===== config.mk =====
export PLATFORM = sky130hd
export DESIGN_NAME = tanh_soft_knee_limiter
export DESIGN_NICKNAME = d
export VERILOG_FILES = /design/src/tskl_pkg.sv /design/src/tskl_front.sv /design/src/tskl_tanh.sv /design/src/tskl_scale.sv /design/src/tanh_soft_knee_limiter.sv
export SDC_FILE = /design/constraint.sdc
export NUM_CORES = 2
export LEC_CHECK = 0
export ABC_AREA = 1
export BUFFER_PORTS_ARGS = -buffer_cell sky130_fd_sc_hd__buf_2
export CAP_MARGIN = 20
export CORE_UTILIZATION = 60
export CTS_BUF_LIST = sky130_fd_sc_hd__clkbuf_8
export CTS_CLUSTER_DIAMETER = 150
export CTS_CLUSTER_SIZE = 20
export DETAILED_ROUTE_END_ITERATION = 8
export PLACE_DENSITY = 0.76
export SYNTH_ARGS = -nofsm -noshare
export SYNTH_HDL_FRONTEND = slang
export SYNTH_SLANG_ARGS = --single-unit

===== constraint.sdc =====
create_clock -name clk -period 12.26 [get_ports clk]
set_input_delay 1.226 -clock clk [delete_from_list [all_inputs] [get_ports clk]]
set_output_delay 1.226 -clock clk [all_outputs]
set_load 0.005 [all_outputs]

===== src/tskl_pkg.sv =====
// Shared types, constants and tanh table generation for the soft-knee limiter.
package tskl_pkg;

  localparam int RECIP_BITS   = 24;
  localparam int RECIP_FRAC   = 16;
  localparam int FRAC_BITS    = 16;
  localparam int CFG_IDX_BITS = 2;
  localparam int EXP_TERMS    = 24;

  localparam logic [RECIP_BITS-1:0] RECIP_RESET = RECIP_BITS'(((100 << RECIP_FRAC) + 6) / 13);

  localparam logic [63:0] QONE = 64'h0000_0000_4000_0000;

  // register indexes of the configuration port
  localparam logic [CFG_IDX_BITS-1:0] CFG_THRESHOLD = 2'd0;
  localparam logic [CFG_IDX_BITS-1:0] CFG_KNEE      = 2'd1;
  localparam logic [CFG_IDX_BITS-1:0] CFG_RECIP     = 2'd2;

  // sideband that rides with each word down the pipeline
  typedef struct packed {
    logic neg;
    logic lim;
    logic last;
  } tag_t;

  // unsigned 64-bit quotient by shift and subtract, table build only
  function automatic logic [63:0] udiv64(input logic [63:0] a, input logic [63:0] b);
    logic [63:0] q;
    logic [64:0] r;
    q = '0;
    r = '0;
    for (int i = 63; i >= 0; i--) begin
      r = {r[63:0], a[i]};
      if (r >= {1'b0, b}) begin
        r    = r - {1'b0, b};
        q[i] = 1'b1;
      end
    end
    return q;
  endfunction

  // e^-f in Q2.30 for 0 <= f <= 1.0, truncated Taylor series
  function automatic logic [63:0] exp_neg_frac(input logic [63:0] f);
    longint      sum;
    logic [63:0] term;
    sum  = longint'(QONE);
    term = QONE;
    for (int i = 1; i <= EXP_TERMS; i++) begin
      term = udiv64((term * f) >> 30, 64'(i));
      if (i[0]) sum = sum - longint'(term);
      else      sum = sum + longint'(term);
    end
    return (sum < 0) ? 64'd0 : 64'(sum);
  endfunction

  // tanh at point k of n over 0..4, rounded to Q1.mag_bits
  function automatic logic [63:0] tanh_raw(input int k, input int n, input int mag_bits);
    logic [63:0] y;
    logic [63:0] e;
    logic [63:0] einv;
    logic [63:0] num;
    logic [63:0] den;
    int          steps;
    y     = udiv64(64'(k) << 33, 64'(n));
    steps = int'(y >> 30);
    e     = exp_neg_frac(y & (QONE - 64'd1));
    einv  = exp_neg_frac(QONE);
    for (int j = 0; j < steps; j++) begin
      e = (e * einv) >> 30;
    end
    if (e > QONE) e = QONE;
    num = (QONE - e) << mag_bits;
    den = QONE + e;
    return udiv64(num + (den >> 1), den);
  endfunction

  // table point, held no lower than the raw point before it
  function automatic logic [63:0] tanh_entry(input int k, input int n, input int mag_bits);
    logic [63:0] v;
    logic [63:0] p;
    v = tanh_raw(k, n, mag_bits);
    if (k > 0) begin
      p = tanh_raw(k - 1, n, mag_bits);
      if (v < p) v = p;
    end
    return v;
  endfunction

endpackage


===== src/tskl_front.sv =====
// Front end: magnitude, threshold compare and tanh argument multiply (2 stages).
module tskl_front #(
  parameter int SAMPLE_BITS = 24
) (
  input  logic                                            clk,
  input  logic                                            rst,
  input  logic                                            in_valid,
  output logic                                            in_ready,
  input  logic signed [SAMPLE_BITS-1:0]                   sample_in,
  input  logic                                            last_in,
  input  logic [SAMPLE_BITS-2:0]                          threshold,
  input  logic [tskl_pkg::RECIP_BITS-1:0]                 recip,
  output logic                                            out_valid,
  input  logic                                            out_ready,
  output logic [SAMPLE_BITS+tskl_pkg::RECIP_BITS-1:0]     out_arg,
  output tskl_pkg::tag_t                                  out_tag,
  output logic [SAMPLE_BITS-1:0]                          out_sample
);
  import tskl_pkg::*;

  localparam int A_W = SAMPLE_BITS + RECIP_BITS;

  logic                   v1;
  logic                   rdy1;
  logic                   rdy2;
  logic [SAMPLE_BITS-1:0] raw;
  logic [SAMPLE_BITS-1:0] mag_c;
  logic                   lim_c;
  logic [SAMPLE_BITS-1:0] d_c;
  logic [SAMPLE_BITS-1:0] d1;
  tag_t                   tag1;
  logic [SAMPLE_BITS-1:0] smp1;
  logic [A_W-1:0]         arg_c;

  assign rdy2     = !out_valid || out_ready;
  assign rdy1     = !v1 || rdy2;
  assign in_ready = rdy1;

  assign raw   = sample_in;
  // most negative sample folds to a magnitude of one full scale
  assign mag_c = raw[SAMPLE_BITS-1] ? (~raw + 1'b1) : raw;
  assign lim_c = mag_c > {1'b0, threshold};
  assign d_c   = lim_c ? (mag_c - {1'b0, threshold}) : '0;
  assign arg_c = d1 * recip;

  always_ff @(posedge clk) begin
    if (rst) begin
      v1        <= 1'b0;
      out_valid <= 1'b0;
    end else begin
      if (rdy1) v1 <= in_valid;
      if (rdy2) out_valid <= v1;
    end
  end

  always_ff @(posedge clk) begin
    if (rdy1 && in_valid) begin
      d1        <= d_c;
      tag1.neg  <= raw[SAMPLE_BITS-1];
      tag1.lim  <= lim_c;
      tag1.last <= last_in;
      smp1      <= raw;
    end
    if (rdy2 && v1) begin
      out_arg    <= arg_c;
      out_tag    <= tag1;
      out_sample <= smp1;
    end
  end

  a_lim_nonzero_diff: assert property (@(posedge clk) disable iff (rst)
    v1 && tag1.lim |-> d1 != '0)
    else $error("limited word carries a zero excess over threshold");

endmodule


===== src/tskl_tanh.sv =====
// Tanh lookup: segment index, table read and linear interpolation (3 stages).
module tskl_tanh #(
  parameter int SAMPLE_BITS        = 24,
  parameter int TANH_TABLE_ENTRIES = 64
) (
  input  logic                                        clk,
  input  logic                                        rst,
  input  logic                                        in_valid,
  output logic                                        in_ready,
  input  logic [SAMPLE_BITS+tskl_pkg::RECIP_BITS-1:0] in_arg,
  input  tskl_pkg::tag_t                              in_tag,
  input  logic [SAMPLE_BITS-1:0]                      in_sample,
  output logic                                        out_valid,
  input  logic                                        out_ready,
  output logic [SAMPLE_BITS-1:0]                      out_tanh,
  output tskl_pkg::tag_t                              out_tag,
  output logic [SAMPLE_BITS-1:0]                      out_sample
);
  import tskl_pkg::*;

  localparam int MAG_BITS = SAMPLE_BITS - 1;
  localparam int N        = TANH_TABLE_ENTRIES;
  localparam int A_W      = SAMPLE_BITS + RECIP_BITS;
  localparam int ARG_FRAC = MAG_BITS + RECIP_FRAC;
  localparam int ARG_W    = ARG_FRAC + 2;
  localparam int NW       = $clog2(N + 1);
  localparam int P_W      = ARG_W + NW;
  localparam int IDX_W    = $clog2(N);
  localparam int TI_W     = $clog2(N + 1);
  localparam int TAB_W    = MAG_BITS + 1;
  localparam int I_W      = TAB_W + FRAC_BITS;

  logic [TAB_W-1:0] tab [N+1];

  for (genvar k = 0; k <= N; k++) begin : g_tab
    localparam logic [63:0] TV = tanh_entry(k, N, MAG_BITS);
    assign tab[k] = TV[TAB_W-1:0];
  end

  logic                   v1;
  logic                   v2;
  logic                   rdy1;
  logic                   rdy2;
  logic                   rdy3;
  logic                   sat_c;
  logic [P_W-1:0]         pos_c;
  logic                   sat1;
  logic [IDX_W-1:0]       idx1;
  logic [FRAC_BITS-1:0]   frac1;
  tag_t                   tag1;
  logic [SAMPLE_BITS-1:0] smp1;
  logic [TAB_W-1:0]       lo_c;
  logic [TAB_W-1:0]       hi_c;
  logic                   sat2;
  logic [TAB_W-1:0]       lo2;
  logic [TAB_W-1:0]       diff2;
  logic [FRAC_BITS-1:0]   frac2;
  tag_t                   tag2;
  logic [SAMPLE_BITS-1:0] smp2;
  logic [I_W-1:0]         interp_c;
  logic [TAB_W-1:0]       t_c;

  assign rdy3     = !out_valid || out_ready;
  assign rdy2     = !v2 || rdy3;
  assign rdy1     = !v1 || rdy2;
  assign in_ready = rdy1;

  // argument of 4.0 and above saturates to one
  assign sat_c = |in_arg[A_W-1:ARG_W];
  assign pos_c = P_W'(in_arg[ARG_W-1:0]) * P_W'(N);

  assign lo_c = tab[TI_W'(idx1)];
  assign hi_c = tab[TI_W'(idx1) + TI_W'(1)];

  assign interp_c = I_W'(diff2) * I_W'(frac2);
  assign t_c      = sat2 ? {1'b1, {MAG_BITS{1'b0}}} : (lo2 + interp_c[FRAC_BITS +: TAB_W]);

  always_ff @(posedge clk) begin
    if (rst) begin
      v1        <= 1'b0;
      v2        <= 1'b0;
      out_valid <= 1'b0;
    end else begin
      if (rdy1) v1 <= in_valid;
      if (rdy2) v2 <= v1;
      if (rdy3) out_valid <= v2;
    end
  end

  always_ff @(posedge clk) begin
    if (rdy1 && in_valid) begin
      sat1  <= sat_c;
      idx1  <= pos_c[ARG_W +: IDX_W];
      frac1 <= pos_c[ARG_W-1 -: FRAC_BITS];
      tag1  <= in_tag;
      smp1  <= in_sample;
    end
    if (rdy2 && v1) begin
      sat2  <= sat1;
      lo2   <= lo_c;
      diff2 <= hi_c - lo_c;
      frac2 <= frac1;
      tag2  <= tag1;
      smp2  <= smp1;
    end
    if (rdy3 && v2) begin
      out_tanh   <= t_c;
      out_tag    <= tag2;
      out_sample <= smp2;
    end
  end

  a_table_monotone: assert property (@(posedge clk) disable iff (rst)
    v1 && !sat1 |-> hi_c >= lo_c)
    else $error("tanh segment endpoints out of order");

endmodule


===== src/tskl_scale.sv =====
// Knee scaling, rounding, threshold offset, clamp and sign restore (2 stages).
module tskl_scale #(
  parameter int SAMPLE_BITS = 24
) (
  input  logic                          clk,
  input  logic                          rst,
  input  logic                          in_valid,
  output logic                          in_ready,
  input  logic [SAMPLE_BITS-1:0]        in_tanh,
  input  tskl_pkg::tag_t                in_tag,
  input  logic [SAMPLE_BITS-1:0]        in_sample,
  input  logic [SAMPLE_BITS-2:0]        threshold,
  input  logic [SAMPLE_BITS-2:0]        knee,
  output logic                          out_valid,
  input  logic                          out_ready,
  output logic signed [SAMPLE_BITS-1:0] sample_out,
  output logic                          limited,
  output logic                          last_out
);
  import tskl_pkg::*;

  localparam int MAG_BITS = SAMPLE_BITS - 1;
  localparam int PR_W     = 2 * MAG_BITS + 1;
  localparam int MW       = MAG_BITS + 2;

  logic                   v1;
  logic                   rdy1;
  logic                   rdy2;
  logic [PR_W-1:0]        prod_c;
  logic [PR_W-1:0]        prod1;
  tag_t                   tag1;
  logic [SAMPLE_BITS-1:0] smp1;
  logic [PR_W:0]          rnd_c;
  logic [MW-1:0]          m_c;
  logic [MW-1:0]          neg_cap;
  logic [MW-1:0]          pos_cap;
  logic [MW-1:0]          mn_c;
  logic [MW-1:0]          negm_c;
  logic [MW-1:0]          mp_c;
  logic [SAMPLE_BITS-1:0] res_c;
  logic                   neg_out;

  assign rdy2     = !out_valid || out_ready;
  assign rdy1     = !v1 || rdy2;
  assign in_ready = rdy1;

  assign prod_c = PR_W'(knee) * PR_W'(in_tanh);

  // round half up, then offset by threshold
  assign rnd_c   = (PR_W + 1)'(prod1) + ((PR_W + 1)'(1) << (MAG_BITS - 1));
  assign m_c     = MW'(threshold) + MW'(rnd_c[PR_W:MAG_BITS]);
  assign neg_cap = MW'(1) << MAG_BITS;
  assign pos_cap = neg_cap - MW'(1);
  assign mn_c    = (m_c > neg_cap) ? neg_cap : m_c;
  assign negm_c  = ~mn_c + 1'b1;
  assign mp_c    = (m_c > pos_cap) ? pos_cap : m_c;

  always_comb begin
    if (!tag1.lim)     res_c = smp1;
    else if (tag1.neg) res_c = negm_c[SAMPLE_BITS-1:0];
    else               res_c = mp_c[SAMPLE_BITS-1:0];
  end

  always_ff @(posedge clk) begin
    if (rst) begin
      v1        <= 1'b0;
      out_valid <= 1'b0;
    end else begin
      if (rdy1) v1 <= in_valid;
      if (rdy2) out_valid <= v1;
    end
  end

  always_ff @(posedge clk) begin
    if (rdy1 && in_valid) begin
      prod1 <= prod_c;
      tag1  <= in_tag;
      smp1  <= in_sample;
    end
    if (rdy2 && v1) begin
      sample_out <= res_c;
      limited    <= tag1.lim;
      last_out   <= tag1.last;
      neg_out    <= tag1.neg;
    end
  end

  a_pos_stays_pos: assert property (@(posedge clk) disable iff (rst)
    out_valid && limited && !neg_out |-> !sample_out[SAMPLE_BITS-1])
    else $error("positive limited word came out negative");

endmodule


===== src/tanh_soft_knee_limiter.sv =====
// Top level of the tanh soft-knee limiter: config registers and pipeline.
//
// Soft-knee peak limiter for a stream of signed Q1.23 samples.
// Input channel: in_valid/in_ready carry sample_in and last_in.
// Output channel: out_valid/out_ready carry sample_out, limited, last_out.
// One result word per input word, in order.
// A word whose magnitude is at or below threshold passes unchanged;
// above it the magnitude becomes threshold + knee * tanh(excess * recip),
// sign kept, clamped to the sample range. limited flags such words.
// Pipeline: 7 register stages (front 2, tanh 3, scale 2), one word per cycle
// sustained while out_ready stays high. Each stage holds its own valid bit, so
// bubbles close up and in_ready stays high until every stage is full.
// When the receiver stalls, words pile up in the stages; in_ready drops
// only once all seven are occupied and out_ready is low.
// Reset (rst, synchronous) empties the pipeline and loads the config
// registers with 0.85 threshold, 0.13 knee and its Q8.16 reciprocal.
// Config writes (cfg_we, cfg_index, cfg_data) take effect at the next
// edge and are meant to happen only while the pipeline is empty.
module tanh_soft_knee_limiter #(
  parameter int SAMPLE_BITS        = 24,
  parameter int TANH_TABLE_ENTRIES = 64
) (
  input  logic                                    clk,
  input  logic                                    rst,
  input  logic                                    cfg_we,
  input  logic [tskl_pkg::CFG_IDX_BITS-1:0]       cfg_index,
  input  logic [((SAMPLE_BITS-1 > tskl_pkg::RECIP_BITS) ?
                 SAMPLE_BITS-1 : tskl_pkg::RECIP_BITS)-1:0] cfg_data,
  input  logic                                    in_valid,
  output logic                                    in_ready,
  input  logic signed [SAMPLE_BITS-1:0]           sample_in,
  input  logic                                    last_in,
  output logic                                    out_valid,
  input  logic                                    out_ready,
  output logic signed [SAMPLE_BITS-1:0]           sample_out,
  output logic                                    limited,
  output logic                                    last_out
);
  import tskl_pkg::*;

  localparam int MAG_BITS = SAMPLE_BITS - 1;
  localparam int A_W      = SAMPLE_BITS + RECIP_BITS;

  // reset levels, rounded to nearest
  localparam logic [63:0] T_RESET64 = ((64'd85 << MAG_BITS) + 64'd50) / 64'd100;
  localparam logic [63:0] K_RESET64 = ((64'd13 << MAG_BITS) + 64'd50) / 64'd100;
  localparam logic [MAG_BITS-1:0] T_RESET = T_RESET64[MAG_BITS-1:0];
  localparam logic [MAG_BITS-1:0] K_RESET = K_RESET64[MAG_BITS-1:0];

  logic [MAG_BITS-1:0]   threshold;
  logic [MAG_BITS-1:0]   knee;
  logic [RECIP_BITS-1:0] recip;

  // front -> tanh
  logic                   f_valid;
  logic                   f_ready;
  logic [A_W-1:0]         f_arg;
  tag_t                   f_tag;
  logic [SAMPLE_BITS-1:0] f_sample;

  // tanh -> scale
  logic                   t_valid;
  logic                   t_ready;
  logic [SAMPLE_BITS-1:0] t_tanh;
  tag_t                   t_tag;
  logic [SAMPLE_BITS-1:0] t_sample;

  always_ff @(posedge clk) begin
    if (rst) begin
      threshold <= T_RESET;
      knee      <= K_RESET;
      recip     <= RECIP_RESET;
    end else if (cfg_we) begin
      case (cfg_index)
        CFG_THRESHOLD: threshold <= cfg_data[MAG_BITS-1:0];
        CFG_KNEE:      knee      <= cfg_data[MAG_BITS-1:0];
        CFG_RECIP:     recip     <= cfg_data[RECIP_BITS-1:0];
        default: ;  // unused index, write dropped
      endcase
    end
  end

  tskl_front #(
    .SAMPLE_BITS(SAMPLE_BITS)
  ) u_front (
    .clk        (clk),
    .rst        (rst),
    .in_valid   (in_valid),
    .in_ready   (in_ready),
    .sample_in  (sample_in),
    .last_in    (last_in),
    .threshold  (threshold),
    .recip      (recip),
    .out_valid  (f_valid),
    .out_ready  (f_ready),
    .out_arg    (f_arg),
    .out_tag    (f_tag),
    .out_sample (f_sample)
  );

  tskl_tanh #(
    .SAMPLE_BITS        (SAMPLE_BITS),
    .TANH_TABLE_ENTRIES (TANH_TABLE_ENTRIES)
  ) u_tanh (
    .clk        (clk),
    .rst        (rst),
    .in_valid   (f_valid),
    .in_ready   (f_ready),
    .in_arg     (f_arg),
    .in_tag     (f_tag),
    .in_sample  (f_sample),
    .out_valid  (t_valid),
    .out_ready  (t_ready),
    .out_tanh   (t_tanh),
    .out_tag    (t_tag),
    .out_sample (t_sample)
  );

  tskl_scale #(
    .SAMPLE_BITS(SAMPLE_BITS)
  ) u_scale (
    .clk        (clk),
    .rst        (rst),
    .in_valid   (t_valid),
    .in_ready   (t_ready),
    .in_tanh    (t_tanh),
    .in_tag     (t_tag),
    .in_sample  (t_sample),
    .threshold  (threshold),
    .knee       (knee),
    .out_valid  (out_valid),
    .out_ready  (out_ready),
    .sample_out (sample_out),
    .limited    (limited),
    .last_out   (last_out)
  );

  // backpressure only when the whole pipe is full and the sink is stalled
  a_stall_needs_full: assert property (@(posedge clk) disable iff (rst)
    !in_ready |-> out_valid && !out_ready)
    else $error("input stalled with room in the pipeline");

  a_cfg_reset: assert property (@(posedge clk)
    !rst && $past(rst) |-> threshold == T_RESET && knee == K_RESET && recip == RECIP_RESET)
    else $error("config registers missed their reset levels");

endmodule


# Word level (Yosys, flattened, before mapping)
# Memory sizes are Yosys's and may differ from the RTL's.
# Cells that the tools add are included.
[totals]
register_bits = 496
latch_bits = 0
ram_bits = 0
mem_bits_ro = 6144
inputBits = 56
out_inout_bits = 28
wordCells = 107
memories = 2
[classes]
addsub = 8
multipliers = 3
div_mod_pow = 0
order_cmp = 5
eq_ne = 2
n_shift = 0
muxes = 9
bitwise = 4
n_reduce_logical = 26
[memory_table]
columns = ["name", "depth", "width", "rd", "rd_clocked_by_memory_dff", "write_ports", "line_no", "rtl"]
rows = [
  ["(no name shown)", 128, 24, 1, 0, 0, "tskl_tanh.sv:72", "assign lo_c = tab[TI_W'(idx1)];"],
  ["(no name shown)", 128, 24, 1, 0, 0, "tskl_tanh.sv:73", "assign hi_c = tab[TI_W'(idx1) + TI_W'(1)];"],
]
[ops]
columns = ["operator", "count"]
rows = [
  ["24-bit 2-to-1 mux", 9],
  ["24-bit by 1-bit adder with 24-bit output, second input constant", 2],
  ["47-bit by 23-bit adder with 48-bit output, second input constant", 1],
  ["24-bit by 24-bit multiplier with 48-bit output", 1],
  ["24-bit NOT", 2],
  ["23-bit by 24-bit multiplier with 47-bit output", 1],
  ["24-bit by 16-bit multiplier with 40-bit output", 1],
  ["23-bit by 25-bit adder with 25-bit output", 1],
  ["25-bit by 23-bit > comparator with 1-bit output, second input constant", 1],
  ["25-bit by 24-bit > comparator with 1-bit output, second input constant", 1],
  ["24-bit adder", 1],
  ["24-bit by 23-bit > comparator with 1-bit output", 1],
  ["24-bit by 23-bit subtractor with 24-bit output", 1],
  ["24-bit subtractor", 1],
  ["8-bit >= comparator, second input constant", 2],
  ["6-bit NOT with 8-bit output", 1],
  ["7-bit NOT with 8-bit output", 1],
  ["6-bit by 1-bit adder with 7-bit output, second input constant", 1],
  ["1-bit logical AND", 7],
  ["1-bit logical NOT", 7],
  ["1-bit logical OR", 7],
  ["7-bit OR reduction", 1],
  ["2-bit AND reduction", 3],
  ["2-bit by 1-bit == test with 1-bit output, second input constant", 1],
  ["other kinds (2)", 2],
]

# Longest topological paths before layout
[depth]
depth_word = 9
depth_mapped = 41
depth_no_buf = 39

# By module
# From an unflattened synthesis, not the netlist that was laid out.
[unflattened]
cells_unflattened = 10177
area_unflattened_um2 = 78763.0
[modules_own_cells]
columns = ["mod", "n_inst", "cells_per_inst", "area_each_um2", "seq_area_each_um2"]
rows = [
  ["tskl_front", 1, 3520, 26785.7, 3763.6],
  ["tskl_tanh", 1, 3174, 25086.6, 5825.6],
  ["tskl_scale", 1, 3100, 24063.1, 2382.3],
  ["tanh_soft_knee_limiter", 1, 383, 2827.7, 1401.3],
]

# Worst setup path after synthesis
# OpenSTA, ideal clock, no wires.
[synth_path]
path_type = "register to register"
start = "reg u_tanh.diff2[7]"
end = "reg u_tanh.out_tanh[23], data pin"
setup_ps = 262
t_arrival_ps = 7247
required_time_ps = 11998
setup_slack_ps = 4751
path_stages_with_launch = 38
n_path_buf = 2
period_less_slack_ps = 7509
cell_sequence = "edfxtp_1 clkbuf_1 clkbuf_1 nand2_1 fa_1 inv_1 fa_1 inv_1 fa_1 inv_1 fa_1 fa_1 inv_1 fa_1 inv_1 ha_1 a21oi_1 o21ai_0 (+2 left out) nand3_1 nand2_1 xor2_1 ha_1 nand3_1 nand2_1 nand2_1 nand2_1 a21oi_1 o21ai_0 inv_1 o21a_1 o21ai_0 a21oi_1 nor2_1 a21oi_1 xor2_1 or2_2"
[synth_between]
elab_chain_cells = 2
[synth_lines]
columns = ["element", "line_no", "rtl"]
rows = [
  ["start: declaration", "tskl_tanh.sv:56", "logic [TAB_W-1:0] diff2;"],
  ["start signal: assignment", "tskl_tanh.sv:101", "diff2 <= hi_c - lo_c;"],
  ["24-bit by 16-bit multiplier with 40-bit output", "tskl_tanh.sv:75", "assign interp_c = I_W'(diff2) * I_W'(frac2);"],
  ["24-bit adder", "tskl_tanh.sv:76", "assign t_c = sat2 ? {1'b1, {MAG_BITS{1'b0}}} : (lo2 + interp_c[FRAC_BITS +: TAB_W]);"],
  ["end signal: assignment", "tskl_tanh.sv:107", "out_tanh <= t_c;"],
  ["end: declaration", "tskl_tanh.sv:15", "output logic [SAMPLE_BITS-1:0] out_tanh,"],
]
# No other way between the ends.
# A chain may end at the register's enable or synchronous reset.

# Worst setup path after layout
[layout_path]
start = "reg u_tanh.frac2[1]"
end = "reg u_tanh.out_tanh[22], data pin"
[layout_between]
elab_chain_cells = 2
[layout_lines]
columns = ["element", "line_no", "rtl"]
rows = [
  ["start: declaration", "tskl_tanh.sv:57", "logic [FRAC_BITS-1:0] frac2;"],
  ["start signal: assignment", "tskl_tanh.sv:102", "frac2 <= frac1;"],
  ["24-bit by 16-bit multiplier with 40-bit output", "tskl_tanh.sv:75", ""],
  ["24-bit adder", "tskl_tanh.sv:76", ""],
]
# No other way between the ends.

==> out/qor_table.md <==
| Step | Quantity | This run |
|:---|:---|:---|
| setup path | Worst EP arrival | 9.06 ns |
| setup path | Critical path required time | 12.70 ns |
| grt | Grt ovf | 0 |
| synthesis | Synth Warn # | 0 |
| setup path | Critical path startpoint category | flop |
| synthesis | Post-Synthesis Cells | 8989 |
| placed design | Placed wire-length estimate | 181 mm |
| die | Vert. Die Dim | 352 um |
| grt | Largest net degree at the start of global routing | 66 |
| synthesis | Flip-flop cell with the highest count after synthesis | edfxtp_1 |
| die | Core region area | 121000 um2 |
| routing | Drt drc | 0 |
| synthesis | Largest cells by area after synthesis | fa_1 (34%), edfxtp_1 (15%), nand2_1 (12%) |
| routing | Final Routed Wirelength | 232 mm |
| timing | Transition time at the pin with the least slew margin | 1.22 ns |
| clocking | Number of clock buffers inserted by TritonCTS | 27 |
| timing | Final clock skew | 0.0640 ns |
| die | Die Area | 124000 um2 |
| placed design | Number of buffers inserted by port buffering | 83 |
| timing | Sum of negative setup slack | 0 ns |
| setup path | Kind of capture point of the worst setup path | flop |
| routing | Routed via count | 59.5k |
| synthesis | Summed instance area of the synthesized netlist | 73400 um2 |
| die | Starting utilization of the core area | 60.8% |
| placed design | GPL Wtd Cong | 1.00 |
| synthesis | Sequential element share of the synthesized area | 17.3% |
| placed design | Placed Cells | 10.4k |
| die | Num ports | 84 |
| synthesis | Library cell occupying the most area in the post-synthesis netlist | fa_1 |
| clocking | Clock root cell | clkbuf_8 |
| timing | Max-slew violation total from the final report | 0 |
| die | Die width | 352 um |
| job | Number of max-cap violations | 0 |
| setup path | Largest driver fanout on the critical path | 13 |
| setup path | Cell mode on critical path | fa_1 |
| routing | Post-detailed-route count of antenna-violating nets | 0 |
| synthesis | Count of state elements after synthesis | 448 |
| synthesis | Number of enable flip-flop cells after synthesis | 371 |
| run status | Status | complete, no violations |
| timing | Final setup violation count | 0 |
| clocking | Clock Latency Late Sink | 0.72 ns |
| clocking | CTS tree | built |
| finish | Post-layout util | 63.0% |
| grt | Total GRT Usage | 38.5% |
| die | Number of rows created at floorplan | 127 |
| setup path | Largest delay contributor family on the critical path | adder cells |
| clocking | CTS Sinks | 448 |
| timing | Max-Slew Margin vs Limit | 18.8% |
| finish | Most frequent cells in the layout | nand2_1 (2296), inv_1 (2275), fa_1 (1249) |
| routing | Mean routed wirelength per cell | 22.1 um |
| setup path | Slowest stage cell on the critical path | edfxtp_1 |
| min path | Class of the most critical hold timing path | reg2reg |
| grt | Number of global-route vias before repair | 62.6k |
| finish | Share of final-layout standard cells stronger than drive strength 1 | 3.53% |
| setup path | Type of the worst setup path | reg2reg |
| timing | Post-route fraction of the period consumed by the critical path | 70.3% |
| timing | Maximum achievable frequency | 116 MHz |
| clocking | CTS resizes | 0 |
| grt | Global-route wire length before repair | 359 mm |
| synthesis | Number of distinct library cells after synthesis | 62 |
| clocking | Total of hold buffers inserted after clock tree synthesis | 0 |
| clocking | Post-CTS Setup Inserts | 0 |
| synthesis | Avg Synthesized Cell Area | 8.16 um2 |
| finish | Area growth from synthesis to final layout | 3.50% |
| finish | Cell Count, Final, Fillers Out | 10.5k |
| finish | Most common cell after layout, fill and taps aside | nand2_1 |
| routing | First-pass iteration count of the detailed router | 8 |
| setup path | Largest stage delay on the critical path | 0.75 ns |
| grt | Number of antenna violations at the first check in global routing | 7 |
| setup path | Internal reg-to-reg setup slack | 3.64 ns |
| clocking | Level count of the clock H-tree | 1 |
| routing | Average via count per standard cell | 5.67 |
| synthesis | Area share of the largest cell type after synthesis | 34.1% |
| finish | Final layout net count | 10.7k |
| clocking | CTS clk-pin slew, worst paths | 0.16 ns |
| routing | Number of DRC violations after detailed-routing iteration 0 | 5554 |
| timing | RSZ-0062 raised after global routing | false |
| synthesis | Net Count, Synth | 10.9k |
| setup path | Critical path buffer and inverter count | 5 |
| timing | Final critical path time including I/O delays and setup | 8.62 ns |
| synthesis | Async set-reset flop share out of synthesis | 0% |
| timing | Final Hold Fails | 0 |
| clocking | Longest Clk Path Bufs | 3 |
sequential cells by signal (all words and copies together), names as in the netlist, 6 cells and up:
| register | flops |
|---|---|
| u_front.out_arg | 29 |
| u_scale.prod1 | 25 |
| recip | 24 |
| u_front.d1 | 24 |
| u_front.out_sample | 24 |
| u_front.smp1 | 24 |
| u_scale.sample_out | 24 |
| u_scale.smp1 | 24 |
| u_tanh.diff2 | 24 |
| u_tanh.out_sample | 24 |
| u_tanh.out_tanh | 24 |
| u_tanh.smp1 | 24 |
| u_tanh.smp2 | 24 |
| knee | 23 |
| threshold | 23 |
| u_tanh.lo2 | 23 |
| u_tanh.frac1 | 16 |
| u_tanh.frac2 | 16 |
| u_tanh.idx1 | 6 |
worst paths after layout:
| check | cells after the start | end | startpoint |
|---|---|---|---|
| worst max-delay path | 34 | u_tanh.out_tanh[22] | u_tanh.frac2[1] |
| worst min-delay path | 0 | u_tanh.smp2[5] | u_tanh.smp1[5] |
| worst max register to register | 34 | u_tanh.out_tanh[22] | u_tanh.frac2[1] |
| worst min register to register | 0 | u_tanh.smp2[5] | u_tanh.smp1[5] |
metal layers:
layer	vias to the layer above	GRT usage [%]	part of all wire [%]	wire length (um)
li1	26514	-	-	-
met1	29111	49.9	38	88800
met2	3144	61.5	45	105000
met3	690	9.05	11	24800
met4	0	17.9	5.5	12800
met5	-	0	0	0
cells in the mapped netlist (4+ instances only):
| cell type | count |
|---|---|
| a211oi_1 | 11 |
| a21boi_0 | 10 |
| a21o_1 | 11 |
| a21oi_1 | 375 |
| a221oi_1 | 5 |
| a31oi_1 | 34 |
| a32o_1 | 5 |
| and2_1 | 4 |
| buf_1 | 5 |
| buf_2 | 4 |
| clkbuf_1 | 378 |
| clkinv_1 | 5 |
| dfxtp_1 | 77 |
| edfxtp_1 | 371 |
| fa_1 | 1249 |
| ha_1 | 585 |
| inv_1 | 2260 |
| inv_2 | 9 |
| nand2_1 | 2297 |
| nand2_2 | 5 |
| nand3_1 | 171 |
| nand3b_1 | 10 |
| nand4_1 | 32 |
| nor2_1 | 392 |
| nor2_2 | 7 |
| nor3_1 | 44 |
| nor4_1 | 11 |
| o2111ai_1 | 4 |
| o211ai_1 | 48 |
| o21a_1 | 28 |
| o21ai_0 | 246 |
| o21ai_1 | 9 |
| o21bai_1 | 14 |
| o221ai_1 | 14 |
| o22ai_1 | 7 |
| o311ai_0 | 9 |
| o31ai_1 | 15 |
| or2_2 | 13 |
| xnor2_1 | 67 |
| xor2_1 | 112 |
logic make-up (layout without fill, tap and decap cells):
family,Yosys count,in the layout,share of synthesized area (%)
buf+inv,2665,2548,13.7
flops,448,448,17.3
other cells,0,7,0
xor+xnor,180,180,2.16
fa+ha+maj,1834,1834,44.1
simple gates,2998,2998,16.1
compound gates,864,864,6.74
stage by stage:
step / setup WS [ns] / hold WS, ns / area, um2
finish: 3.64 / 0.393 / 75900
detailed placement: 3.79 / 0.405 / 75400
global route: 3.01 / 0.398 / 75900
floorplan: 4.75 / 0.400 / 73400
CTS: 3.70 / 0.403 / 75900
global placement: 3.92 / 0.400 / 75400
final cells by class:
type                       instances  area [um2]
clock buffer                      27         372
antenna                            7        17.5
clock inverter                    23         121
fill                           10473       44700
sequential                       448       12700
timing repair buffer             224        1500
tap                             1612        2020
inverter                        2274        8540
multi-input combinational       5876       50700
Power is left out: the tool's default activity adds up to more than one toggle a clock period on the data nets, which glitch-free logic cannot reach.
